==> src/hw/rtl/rkt_pkg.sv <==
`timescale 1ns / 1ps
package rkt_pkg;

   localparam int ANCHOR_COUNT = 3;
   localparam int ANCHOR_W = 2;
   localparam int ADDR_W = 48;
   localparam int POS_W = 32;
   localparam int CSR_INDEX_W = 3;
   localparam int QUEUE_DEPTH = 4;
   localparam int QUEUE_PTR_W = 2;

   localparam int DIV_NUM_W = 54;
   localparam int DIV_DEN_W = 38;
   localparam int DIV_CNT_W = $clog2(DIV_NUM_W + 1);

   // ceil(2^22 / 25): multiplying by this and shifting right by 22 divides by 25 exactly
   // for every dividend whose quotient stays within the 4096 clamp of the network input.
   localparam logic [17:0] XN_RECIP = 18'd167773;
   localparam int XN_RECIP_SHIFT = 22;

   localparam logic [CSR_INDEX_W-1:0] REG_ANCHOR0_ADDR = 3'd0;
   localparam logic [CSR_INDEX_W-1:0] REG_ANCHOR1_ADDR = 3'd1;
   localparam logic [CSR_INDEX_W-1:0] REG_ANCHOR2_ADDR = 3'd2;
   localparam logic [CSR_INDEX_W-1:0] REG_ANCHOR0_POS = 3'd3;
   localparam logic [CSR_INDEX_W-1:0] REG_ANCHOR1_POS = 3'd4;
   localparam logic [CSR_INDEX_W-1:0] REG_ANCHOR2_POS = 3'd5;

   localparam logic [POS_W-1:0] ANCHOR0_POS_RESET = 32'h0000_0000;
   localparam logic [POS_W-1:0] ANCHOR1_POS_RESET = 32'h0000_0B33;
   localparam logic [POS_W-1:0] ANCHOR2_POS_RESET = 32'h0B33_0000;

   typedef struct packed {
      logic [ANCHOR_W-1:0] anchor;
      logic signed [7:0]   rssi;
   } rkt_entry_type;

   typedef struct packed {
      logic full;
      logic empty;
   } rkt_qstat_type;

   typedef struct packed {
      logic busy;
      logic done;
   } rkt_div_stat_type;

   function automatic logic signed [16:0] w1_val(input logic [2:0] i);
      case (i)
         3'd0: w1_val = 17'sd17394;
         3'd1: w1_val = -17'sd33642;
         3'd2: w1_val = 17'sd1800;
         3'd3: w1_val = 17'sd3780;
         3'd4: w1_val = -17'sd50833;
         default: w1_val = 17'sd0;
      endcase
   endfunction

   function automatic logic signed [16:0] b1_val(input logic [2:0] i);
      case (i)
         3'd0: b1_val = -17'sd24473;
         3'd1: b1_val = 17'sd13701;
         3'd2: b1_val = -17'sd3143;
         3'd3: b1_val = -17'sd12328;
         3'd4: b1_val = 17'sd9266;
         default: b1_val = 17'sd0;
      endcase
   endfunction

   function automatic logic signed [16:0] w2_val(input logic [2:0] i);
      case (i)
         3'd0: w2_val = 17'sd52272;
         3'd1: w2_val = 17'sd19150;
         3'd2: w2_val = -17'sd11668;
         3'd3: w2_val = -17'sd55874;
         3'd4: w2_val = -17'sd7780;
         default: w2_val = 17'sd0;
      endcase
   endfunction

   function automatic logic [11:0] sig_tab(input logic [4:0] i);
      case (i)
         5'd0: sig_tab = 12'd2048;
         5'd1: sig_tab = 12'd2550;
         5'd2: sig_tab = 12'd2994;
         5'd3: sig_tab = 12'd3349;
         5'd4: sig_tab = 12'd3608;
         5'd5: sig_tab = 12'd3785;
         5'd6: sig_tab = 12'd3902;
         5'd7: sig_tab = 12'd3976;
         5'd8: sig_tab = 12'd4022;
         5'd9: sig_tab = 12'd4051;
         5'd10: sig_tab = 12'd4069;
         5'd11: sig_tab = 12'd4079;
         5'd12: sig_tab = 12'd4086;
         5'd13: sig_tab = 12'd4090;
         5'd14: sig_tab = 12'd4092;
         5'd15: sig_tab = 12'd4094;
         default: sig_tab = 12'd4095;
      endcase
   endfunction

   // Sigmoid in Q.12, linear interpolation between half-unit samples.
   function automatic logic [12:0] sig_q12(input logic signed [18:0] z);
      logic [18:0] az;
      logic [7:0]  idx;
      logic [10:0] frac;
      logic [11:0] lo;
      logic [11:0] step;
      logic [22:0] ip;
      logic [11:0] sp;
      az = z[18] ? 19'(-z) : 19'(z);
      idx = az[18:11];
      frac = az[10:0];
      lo = sig_tab(idx[4:0]);
      step = 12'(sig_tab(5'(idx[4:0] + 5'd1)) - lo);
      ip = 23'(step) * 23'(frac) + 23'd1024;
      if (idx >= 8'd16) begin
         sp = 12'd4095;
      end else begin
         sp = 12'(lo + 12'(ip >> 11));
      end
      sig_q12 = z[18] ? 13'(13'd4096 - {1'b0, sp}) : {1'b0, sp};
   endfunction

endpackage

==> src/hw/rtl/rkt_queue.sv <==
`timescale 1ns / 1ps
module rkt_queue (
   input  logic                   clock,
   input  logic                   reset,
   input  logic                   push_i,
   input  rkt_pkg::rkt_entry_type push_data_i,
   input  logic                   pop_i,
   output rkt_pkg::rkt_entry_type head_o,
   output rkt_pkg::rkt_qstat_type qstat_o
);

   rkt_pkg::rkt_entry_type slot_ff [rkt_pkg::QUEUE_DEPTH];
   logic [rkt_pkg::QUEUE_PTR_W-1:0] wr_ff, wr_in, rd_ff, rd_in;
   logic [rkt_pkg::QUEUE_PTR_W:0]   count_ff, count_in;

   assign head_o = slot_ff[rd_ff];
   assign qstat_o.full = (count_ff == (rkt_pkg::QUEUE_PTR_W + 1)'(rkt_pkg::QUEUE_DEPTH));
   assign qstat_o.empty = (count_ff == '0);

   always_comb begin
      wr_in = push_i ? wr_ff + 1'b1 : wr_ff;
      rd_in = pop_i ? rd_ff + 1'b1 : rd_ff;
      count_in = count_ff;
      if (push_i && !pop_i) begin
         count_in = count_ff + 1'b1;
      end else if (pop_i && !push_i) begin
         count_in = count_ff - 1'b1;
      end
   end

   always_ff @(posedge clock) begin
      if (reset) begin
         wr_ff <= '0;
         rd_ff <= '0;
         count_ff <= '0;
      end else begin
         wr_ff <= wr_in;
         rd_ff <= rd_in;
         count_ff <= count_in;
      end
   end

   always_ff @(posedge clock) begin
      if (push_i) begin
         slot_ff[wr_ff] <= push_data_i;
      end
   end

endmodule

==> config.mk <==
export PLATFORM = sky130hd
export DESIGN_NAME = rkt_queue
export DESIGN_NICKNAME = d
export VERILOG_FILES = /design/src/hw/rtl/rkt_pkg.sv /design/src/hw/rtl/rkt_queue.sv
export SDC_FILE = /design/constraint.sdc
export NUM_CORES = 1
export LEC_CHECK = 0
export BUFFER_PORTS_ARGS = -buffer_cell sky130_fd_sc_hd__buf_4
export CORE_MARGIN = 10
export CORE_UTILIZATION = 39
export CTS_CLUSTER_SIZE = 8
export DETAILED_ROUTE_END_ITERATION = 6
export GPL_TIMING_DRIVEN = 0
export MAX_ROUTING_LAYER = met4
export SYNTH_ARGS = -nofsm -noshare
export SYNTH_HDL_FRONTEND = slang
export SYNTH_SLANG_ARGS = --single-unit
==> constraint.sdc <==
create_clock -name clock -period 2.9 [get_ports clock]
set_input_delay 0.725 -clock clock [delete_from_list [all_inputs] [get_ports clock]]
set_output_delay 0.725 -clock clock [all_outputs]
set_load 0.02 [all_outputs]
==> run summary <==
Max-Cap Viols - 0
Share of the yosys chip area belonging to registers - 0.7380
Dpl ws - 648.6 ps
Die Span Y - 89.28 um
1st-pass router iterations - 4
Core Util, Final - 0.4693
Vias in the first global route - 998
Cell type group with the largest total delay on the critical path - multiplexers
I/O Pins - 26
CTS tree - yes
Die ar. - 7971 um^2
DP Area - 2120 um^2
RePlAce Congestion - 0.6398
Slew HR - 0.6295
Final ANT Viol Nets - 0
Total power - 1.418 mW
Netlist cell types - 20
Critical path cell sequence - buf_6 > mux4_2 > buf_4
FF+latch count, synth - 49
F_max - 445.2 MHz
Min setup slack post-route - 653.9 ps
# rows - 25
Tot GR Track Use - 0.08679
Yosys top cell area share - 0.6417
Cell Area, Synth - 1872 um^2
Clock transition at the registers of the reported paths - 80 ps
Synth Area per Inst - 19.50 um^2
Max-slew violation count - 0
CP max stage cell - mux4_2
Fin Clk Skew - 6.321 ps
Diode count - 0
I/O Buffers - 24
Vias per inst - 4.868
CP peak stage delay - 530 ps
Hold slack - 515.6 ps
RSZ-0062 raised after global routing - false
Placed insts - 174
Status - finished clean
1st-iter DRT viols - 32
Share of cells above drive strength 1 - 0.3281
Worst Tran Pin Value - 555.7 ps
Hold Path Class - register to register
Final Critical Period - 2246 ps
CP Data Arrival Time - 1520 ps
Total CTS buffers - 5
Die width - 89.28 um
H-tree depth - 2
Crit. End Element - primary output
Final #Nets - 147
Total leakage power - 0.7894 nW
Yosys warns - 0
Max Buffers Root-to-Sink - 2
First-pass GRT wire length - 4.843 mm
CORE AREA - 4692 um^2
Starting Density - 0.3989
Post-synthesis cell count - 96
DR vias - 886
Final HPWL DP - 2.130 mm
# setup viols final - 0
DR DRC count - 0
Setup CP Type - register to primary output
Grt total ovfl - 0
Endpoints failing hold - 0
Root buffer cell - clkbuf_8
Final period utilization - 0.7745
Post-synth top area cell - edfxtp_1
Initial antenna violation count - 0
CP Launch Type - register
Crit path buf inv count - 2
Crit-path max FO - 10
Hold buffers post-CTS - 0
# Post-CTS Setup Buffers - 0
Final non-filler cell total - 182
Synth Net Count - 116
Wirelength per Cell - 16.62 um
Total routed wirelength - 3.024 mm
Final setup TNS - 0 ps
Max rail drop VDD - 329.3 uV
Top post-synthesis cells by area - edfxtp_1 64%, mux4_2 12%, dfxtp_1 9.6%
PwrDens - 644.1 nW/um^2
Cts repair resizes - 0
Clk_lat worst skew - 290 ps
Req. time, crit path - 2170 ps
Area added between synthesis and finish - 17.65%
Largest net degree at the start of global routing - 15
Final instance area - 2202 um^2
CTS sink cnt - 49
-- final timing paths --
check	slack, ps	from	endpoint	cells past startpoint
worst max-delay path	650	register	head_o[1]	3
worst min-delay path	520	count_ff[2]$_SDFFE_PP0P_	count_ff[2]$_SDFFE_PP0P_	2
worst max register to register	1380	count_ff[0]$_SDFFE_PP0P_	count_ff[2]$_SDFFE_PP0P_	4
worst min register to register	520	count_ff[2]$_SDFFE_PP0P_	count_ff[2]$_SDFFE_PP0P_	2
-- worst register-to-register path, stage by stage, from the launching register on --
cell,delay [ps]
dfxtp_1,360
fa_1,440
xor2_1,190
or3_1,330
a21oi_1,140
-- area by class of cell --
| cell class | instances | area [um^2] |
|---|---|---|
| Buffer | 3 | 20.02 |
| Clock buffer | 7 | 76.32 |
| Clock inverter | 1 | 6.256 |
| Fill cell | 415 | 2490 |
| Inverter | 4 | 15.01 |
| Multi-Input combinational cell | 40 | 455.4 |
| Sequential cell | 49 | 1381 |
| Tap cell | 54 | 67.56 |
| Timing Repair Buffer | 24 | 180.2 |
-- layout by cell type, fill, tap and decap left out, drive strengths merged, types with 2 or more instances in the layout --
cell type and count:
mux4 10, xor2 3, edfxtp 40, clkbuf 9
inv 5, ha 5, dfxtp 9, xnor2 2
buf 25, and2 4, nor2 7, mux2i 2
-- kinds of logic (layout without fill, tap and decap cells) --
kind of cell / after synthesis / count (layout) / share of synthesized area
xor+xnor: 5 / 5 / 0.02340
compound gates: 2 / 2 / 0.005342
fa+ha+maj: 6 / 6 / 0.04412
simple gates: 15 / 15 / 0.03944
buf+inv: 7 / 39 / 0.01871
mux: 12 / 12 / 0.1310
flops: 49 / 49 / 0.7380
-- power by group --
part / switching (mW) / total (mW) / internal [mW]
sequential: 0.0189 / 0.822 / 0.803
combinational: 0.116 / 0.222 / 0.105
clock: 0.204 / 0.375 / 0.171
total: 0.339 / 1.42 / 1.08
-- cells in the mapped netlist --
cell / number
a21oi_1: 1
inv_1: 4
and2_1: 4
fa_1: 1
o21ai_0: 1
dfxtp_1: 9
buf_6: 1
nand2_1: 1
nor2_1: 7
mux4_2: 10
xnor2_1: 2
nor3_1: 1
nor3b_1: 1
ha_1: 5
or3_1: 1
edfxtp_1: 40
clkbuf_2: 1
xor2_1: 3
mux2i_1: 2
clkbuf_1: 1
-- per-layer routing --
layer	GRT usage	vias up	share of wire
met1	0.08779	434	0.40
met2	0.1426	23	0.52
met5	-	-	0
met4	0.03468	0	0.018
met3	0.04102	6	0.070
li1	-	423	-
-- state kept, by name, indices dropped and copies added, names as in the netlist, named ones only --
| signal | count |
|---|---|
| slot_ff | 40 |
| count_ff | 3 |
| wr_ff | 2 |
| rd_ff | 2 |
(Power assumes the default switching activity.)
