==> src/hw/rtl/rkt_pkg.sv <==
`timescale 1ns / 1ps
package rkt_pkg;

   localparam int ANCHOR_COUNT = 3;
   localparam int ANCHOR_W = 2;
   localparam int ADDR_W = 48;
   localparam int POS_W = 32;
   localparam int CSR_INDEX_W = 3;
   localparam int QUEUE_DEPTH = 4;
   localparam int QUEUE_PTR_W = 2;

   localparam int DIV_NUM_W = 54;
   localparam int DIV_DEN_W = 38;
   localparam int DIV_CNT_W = $clog2(DIV_NUM_W + 1);

   // ceil(2^22 / 25): multiplying by this and shifting right by 22 divides by 25 exactly
   // for every dividend whose quotient stays within the 4096 clamp of the network input.
   localparam logic [17:0] XN_RECIP = 18'd167773;
   localparam int XN_RECIP_SHIFT = 22;

   localparam logic [CSR_INDEX_W-1:0] REG_ANCHOR0_ADDR = 3'd0;
   localparam logic [CSR_INDEX_W-1:0] REG_ANCHOR1_ADDR = 3'd1;
   localparam logic [CSR_INDEX_W-1:0] REG_ANCHOR2_ADDR = 3'd2;
   localparam logic [CSR_INDEX_W-1:0] REG_ANCHOR0_POS = 3'd3;
   localparam logic [CSR_INDEX_W-1:0] REG_ANCHOR1_POS = 3'd4;
   localparam logic [CSR_INDEX_W-1:0] REG_ANCHOR2_POS = 3'd5;

   localparam logic [POS_W-1:0] ANCHOR0_POS_RESET = 32'h0000_0000;
   localparam logic [POS_W-1:0] ANCHOR1_POS_RESET = 32'h0000_0B33;
   localparam logic [POS_W-1:0] ANCHOR2_POS_RESET = 32'h0B33_0000;

   typedef struct packed {
      logic [ANCHOR_W-1:0] anchor;
      logic signed [7:0]   rssi;
   } rkt_entry_type;

   typedef struct packed {
      logic full;
      logic empty;
   } rkt_qstat_type;

   typedef struct packed {
      logic busy;
      logic done;
   } rkt_div_stat_type;

   function automatic logic signed [16:0] w1_val(input logic [2:0] i);
      case (i)
         3'd0: w1_val = 17'sd17394;
         3'd1: w1_val = -17'sd33642;
         3'd2: w1_val = 17'sd1800;
         3'd3: w1_val = 17'sd3780;
         3'd4: w1_val = -17'sd50833;
         default: w1_val = 17'sd0;
      endcase
   endfunction

   function automatic logic signed [16:0] b1_val(input logic [2:0] i);
      case (i)
         3'd0: b1_val = -17'sd24473;
         3'd1: b1_val = 17'sd13701;
         3'd2: b1_val = -17'sd3143;
         3'd3: b1_val = -17'sd12328;
         3'd4: b1_val = 17'sd9266;
         default: b1_val = 17'sd0;
      endcase
   endfunction

   function automatic logic signed [16:0] w2_val(input logic [2:0] i);
      case (i)
         3'd0: w2_val = 17'sd52272;
         3'd1: w2_val = 17'sd19150;
         3'd2: w2_val = -17'sd11668;
         3'd3: w2_val = -17'sd55874;
         3'd4: w2_val = -17'sd7780;
         default: w2_val = 17'sd0;
      endcase
   endfunction

   function automatic logic [11:0] sig_tab(input logic [4:0] i);
      case (i)
         5'd0: sig_tab = 12'd2048;
         5'd1: sig_tab = 12'd2550;
         5'd2: sig_tab = 12'd2994;
         5'd3: sig_tab = 12'd3349;
         5'd4: sig_tab = 12'd3608;
         5'd5: sig_tab = 12'd3785;
         5'd6: sig_tab = 12'd3902;
         5'd7: sig_tab = 12'd3976;
         5'd8: sig_tab = 12'd4022;
         5'd9: sig_tab = 12'd4051;
         5'd10: sig_tab = 12'd4069;
         5'd11: sig_tab = 12'd4079;
         5'd12: sig_tab = 12'd4086;
         5'd13: sig_tab = 12'd4090;
         5'd14: sig_tab = 12'd4092;
         5'd15: sig_tab = 12'd4094;
         default: sig_tab = 12'd4095;
      endcase
   endfunction

   // Sigmoid in Q.12, linear interpolation between half-unit samples.
   function automatic logic [12:0] sig_q12(input logic signed [18:0] z);
      logic [18:0] az;
      logic [7:0]  idx;
      logic [10:0] frac;
      logic [11:0] lo;
      logic [11:0] step;
      logic [22:0] ip;
      logic [11:0] sp;
      az = z[18] ? 19'(-z) : 19'(z);
      idx = az[18:11];
      frac = az[10:0];
      lo = sig_tab(idx[4:0]);
      step = 12'(sig_tab(5'(idx[4:0] + 5'd1)) - lo);
      ip = 23'(step) * 23'(frac) + 23'd1024;
      if (idx >= 8'd16) begin
         sp = 12'd4095;
      end else begin
         sp = 12'(lo + 12'(ip >> 11));
      end
      sig_q12 = z[18] ? 13'(13'd4096 - {1'b0, sp}) : {1'b0, sp};
   endfunction

endpackage

==> src/hw/rtl/rkt_if.sv <==
`timescale 1ns / 1ps
interface rkt_req_if;
   logic                           valid;
   logic                           ready;
   logic [rkt_pkg::ADDR_W-1:0]     source_address;
   logic signed [7:0]              signal_strength;
   modport source (output valid, output source_address, output signal_strength, input ready);
   modport sink (input valid, input source_address, input signal_strength, output ready);
endinterface


==> src/hw/rtl/rkt_front.sv <==
`timescale 1ns / 1ps
module rkt_front (
   rkt_req_if.sink                 req,
   input  logic [rkt_pkg::ADDR_W-1:0] addr_i [rkt_pkg::ANCHOR_COUNT],
   input  rkt_pkg::rkt_qstat_type  qstat_i,
   output logic                    push_o,
   output rkt_pkg::rkt_entry_type  entry_o
);

   logic accept;
   logic [rkt_pkg::ANCHOR_COUNT-1:0] hit;

   assign req.ready = !qstat_i.full;
   assign accept = req.valid && !qstat_i.full;

   always_comb begin
      for (int m = 0; m < rkt_pkg::ANCHOR_COUNT; m++) begin
         hit[m] = (req.source_address == addr_i[m]);
      end
   end

   // The lowest-numbered matching anchor wins; unknown senders are dropped here.
   always_comb begin
      entry_o.rssi = req.signal_strength;
      entry_o.anchor = 2'd0;
      if (hit[0]) begin
         entry_o.anchor = 2'd0;
      end else if (hit[1]) begin
         entry_o.anchor = 2'd1;
      end else begin
         entry_o.anchor = 2'd2;
      end
      push_o = accept && (hit != '0);
   end

endmodule

==> src/flat_wrapper.sv <==
// flat-port wrapper written by rule: the top's interface ports become plain ports
module rkt_front_flat 
  (addr_i, qstat_i, push_o, entry_o, req_valid, req_source_address, req_signal_strength, req_ready);
  rkt_req_if req_i ();
  input  logic [rkt_pkg::ADDR_W-1:0] addr_i[rkt_pkg::ANCHOR_COUNT];
  input  rkt_pkg::rkt_qstat_type qstat_i;
  output logic push_o;
  output rkt_pkg::rkt_entry_type entry_o;
  input wire logic [$bits(req_i.valid)-1:0] req_valid;
  input wire logic [$bits(req_i.source_address)-1:0] req_source_address;
  input wire logic [$bits(req_i.signal_strength)-1:0] req_signal_strength;
  output wire logic [$bits(req_i.ready)-1:0] req_ready;
  assign req_i.valid = req_valid;
  assign req_i.source_address = req_source_address;
  assign req_i.signal_strength = req_signal_strength;
  assign req_ready = req_i.ready;
  rkt_front u_core (.req(req_i), .addr_i(addr_i), .qstat_i(qstat_i), .push_o(push_o), .entry_o(entry_o));
endmodule
==> config.mk <==
export PLATFORM = sky130hd
export DESIGN_NAME = rkt_front_flat
export DESIGN_NICKNAME = d
export VERILOG_FILES = /design/src/hw/rtl/rkt_pkg.sv /design/src/hw/rtl/rkt_if.sv /design/src/hw/rtl/rkt_front.sv /design/src/flat_wrapper.sv
export SDC_FILE = /design/constraint.sdc
export NUM_CORES = 1
export LEC_CHECK = 0
export ABC_CLOCK_PERIOD_IN_PS = 2100
export BUFFER_PORTS_ARGS = -buffer_cell sky130_fd_sc_hd__buf_4
export CORE_AREA = 2 2 84 86
export DETAILED_ROUTE_END_ITERATION = 12
export DIE_AREA = 0 0 86 88
export GPL_TIMING_DRIVEN = 0
export PLACE_DENSITY_LB_ADDON = 0.08
export SYNTH_ARGS = -nofsm -noshare
export SYNTH_HDL_FRONTEND = slang
export SYNTH_SLANG_ARGS = --single-unit
==> constraint.sdc <==
create_clock -name vclk -period 2.1
set_input_delay 0.42 -clock vclk [all_inputs]
set_output_delay 0.42 -clock vclk [all_outputs]
set_load 0.02 [all_outputs]
==> summary.md <==
| Metric | Value |
|---|---|
| Worst hold path type | `input port to output pin` |
| Die ar. | `7570 um2` |
| WP data arrival | `1.80 ns` |
| Req. time, crit path | `1.68 ns` |
| Static leakage | `1.72 nW` |
| Clock share of power | `0%` |
| Flip-flop and latch area | `0 um2` |
| Top-level I/O count | `215` |
| Vias in the first global route | `2,300` |
| Worst Hold Depth | `2` |
| Area of the multi-input gates | `1760 um2` |
| Placer congestion estimate | `0.774` |
| Layout Nets | `616` |
| Detailed Route Iter0 Violations | `32` |
| GR peak layer | `met2` |
| Seq/Total Area, Yosys | `0%` |
| Gr ovfl total | `0` |
| Maximum clock frequency | `450 MHz` |
| Vias post-DR | `2,181` |
| RSZ-0062 raised after global routing | `yes` |
| Met2 usage | `38.9%` |
| Failing checks | `negative setup slack` |
| Ys Warns | `0` |
| Hold Path Sink | `entry_o[4]` |
| Crit-path max cell delay | `0.36 ns` |
| CP max-delay cell | `nor4_1` |
| ANT cells | `0` |
| Peak VDD IR | `79.1 uV` |
| Synthesized area | `1650 um2` |
| Total negative slack | `-0.236 ns` |
| Core Area | `6640 um2` |
| First-pass GRT wire length | `11,300 um` |
| Met3 Use GR | `3.96%` |
| Proportion of layout cells with a drive suffix above 1 | `59.4%` |
| Final core utilization | `52.9%` |
| I/O Buffers | `206` |
| Num sequential | `0` |
| Sequential power share | `0%` |
| Final setup vio count | `3` |
| CP startpoint kind | `input port` |
| Drt wl/cell | `16.2 um` |
| Crit Path Max Fanout | `3` |
| P per Cell Area | `194 nW/um2` |
| Largest net degree at the start of global routing | `4` |
| Post-Synthesis Cells | `204` |
| Leading cell type in the layout, fill and taps excluded | `buf_4` |
| Most frequent cells in the layout | `buf_4, xor2_1, nor4_2` |
| Sw Ratio | `42.2%` |
| Final hold vios | `0` |
| Internal Power | `0.393 mW` |
| Avg Inst Size Synth | `8.10 um2` |
| Final Power | `0.681 mW` |
| Dpl hpwl | `7330 um` |
| Initial Util | `24.9%` |
| FP Rows | `30` |
| HP Start | `req_signal_strength[4]` |
| Gate power share | `100.0%` |
| Crit share post-route | `106%` |
| Die width | `86 um` |
| Status | `finished with violations` |
| CP Cell Sequence | `buf_4, xor2_1, nor4_1, nand4_1, nor3_2, o311a_1, buf_6` |
| Pre-Repair DR Iteration Count | `4` |
| CP Class | `input port to output pin` |
| Clock buffer cells | `0` |
| Final period demand of the worst path | `2.22 ns` |
| Sw Pwr | `0.287 mW` |
| GRT met1 Usage | `22.0%` |
| Routed Antenna Nets | `0` |
| Syn_nets | `407` |
| Area Overhead vs Synth | `113%` |
| Chip Height | `88 um` |
| Worst-margin pin slew | `0.381 ns` |
| Final setup margin | `-0.125 ns` |
| Initial antenna violation count | `0` |
| Cell variety after synth | `10` |
| Vias per inst | `4.44` |
| Max-cap violations | `0` |
| Final WL | `7960 um` |
| Fillers | `680` |
| Global Route Usage Sum | `19.5%` |
| Cts hold-fix bufs | `0` |
| Max-Slew Margin vs Limit | `74.4%` |
| DRC viols | `0` |
| Endpoint type of the worst setup path | `output pin` |
| Max Slew Vio Count | `0` |
[critical path, delay by kind of cell]
family | cells | cell delay, ns
xor gates and xnor gates | 1 | 0.17
AOI/OAI and AO/OA | 1 | 0.20
and+or+nand+nor | 3 | 0.77
buffers and inverters | 2 | 0.25
[area by class of cell]
class | count | area share (%)
Inverter | 1 | 0.107
Timing Repair Buffer | 207 | 45.3
Buffer | 8 | 1.71
Multi-Input combinational cell | 195 | 50.0
Tap cell | 80 | 2.85
[power groups by stage]
| stage | clock, mW | sequential (mW) | combinational [mW] |
|---|---|---|---|
| 3_5_place_dp | 0 | 0 | 0.637 |
| 2_1_floorplan | 0 | 0 | 0.218 |
| 5_1_grt | 0 | 0 | 0.738 |
| 4_1_cts | 0 | 0 | 0.676 |
| 6_report | 0 | 0 | 0.681 |
| 3_3_place_gp | 0 | 0 | 0.630 |
[repair_timing]
action | 4_1_cts | 5_1_grt
resized for setup | 26 | 11
endpoints found under the hold margin | 0 | 0
gates cloned | 0 | 0
pin swaps | 19 | 6
endpoints found under the setup margin | 3 | 3
buffers inserted | 0 | 1
[layer usage]
layer  routed length [um]  vias to the layer above  share of wire, %
met4                   49                        0              0.62
met5                    0                        -                 0
met2                 4290                      122                54
met3                  773                        4               9.7
li1                     -                     1110                 -
met1                 2840                      945                36
[cells by family (layout without fill, tap and decap cells)]
logic type                Yosys count  after routing  synth area share (%)
AOI/OAI and AO/OA                   1              1                 0.606
buffers and inverters               9            216                  3.86
xor gates and xnor gates          144            144                  76.4
and+or+nand+nor                    50             50                  19.2
[Yosys cell counts]
library cell  instances  area share [%]
buf_4                 8             3.6
nor4_1               36              14
nor3_1                1            0.30
xor2_1              144              76
nor3_2                2             1.2
nand4_1               9             3.4
nor2b_1               1            0.38
inv_1                 1            0.23
nor2_1                1            0.23
o311a_1               1            0.61
[through the flow]
| step | instances | hold WS [ns] | worst slack, ns | area (um2) |
|---|---|---|---|---|
| after global routing | 491 | 1.04 | -0.248 | 3510 |
| after CTS | 490 | 1.04 | -0.111 | 3450 |
| after floorplan | 204 | 0.924 | 0.149 | 1650 |
| after global placement | 490 | 1.04 | -0.301 | 3300 |
| after detailed placement | 490 | 1.04 | -0.302 | 3300 |
| final | 491 | 1.04 | -0.125 | 3510 |
[how the worst max path moves through the flow]
stage | from | to | slack (ns) | depth (start not counted)
detailed placement | req_source_address[32] | push_o | -0.30 | 7
floorplan | addr_i[90] | entry_o[8] | 0.15 | 5
CTS | addr_i[114] | push_o | -0.11 | 7
global placement | req_source_address[6] | push_o | -0.30 | 7
global route | req_source_address[40] | entry_o[8] | -0.25 | 7
finish | req_source_address[7] | push_o | -0.12 | 7
No activity file was read; power rests on OpenSTA's default activity.
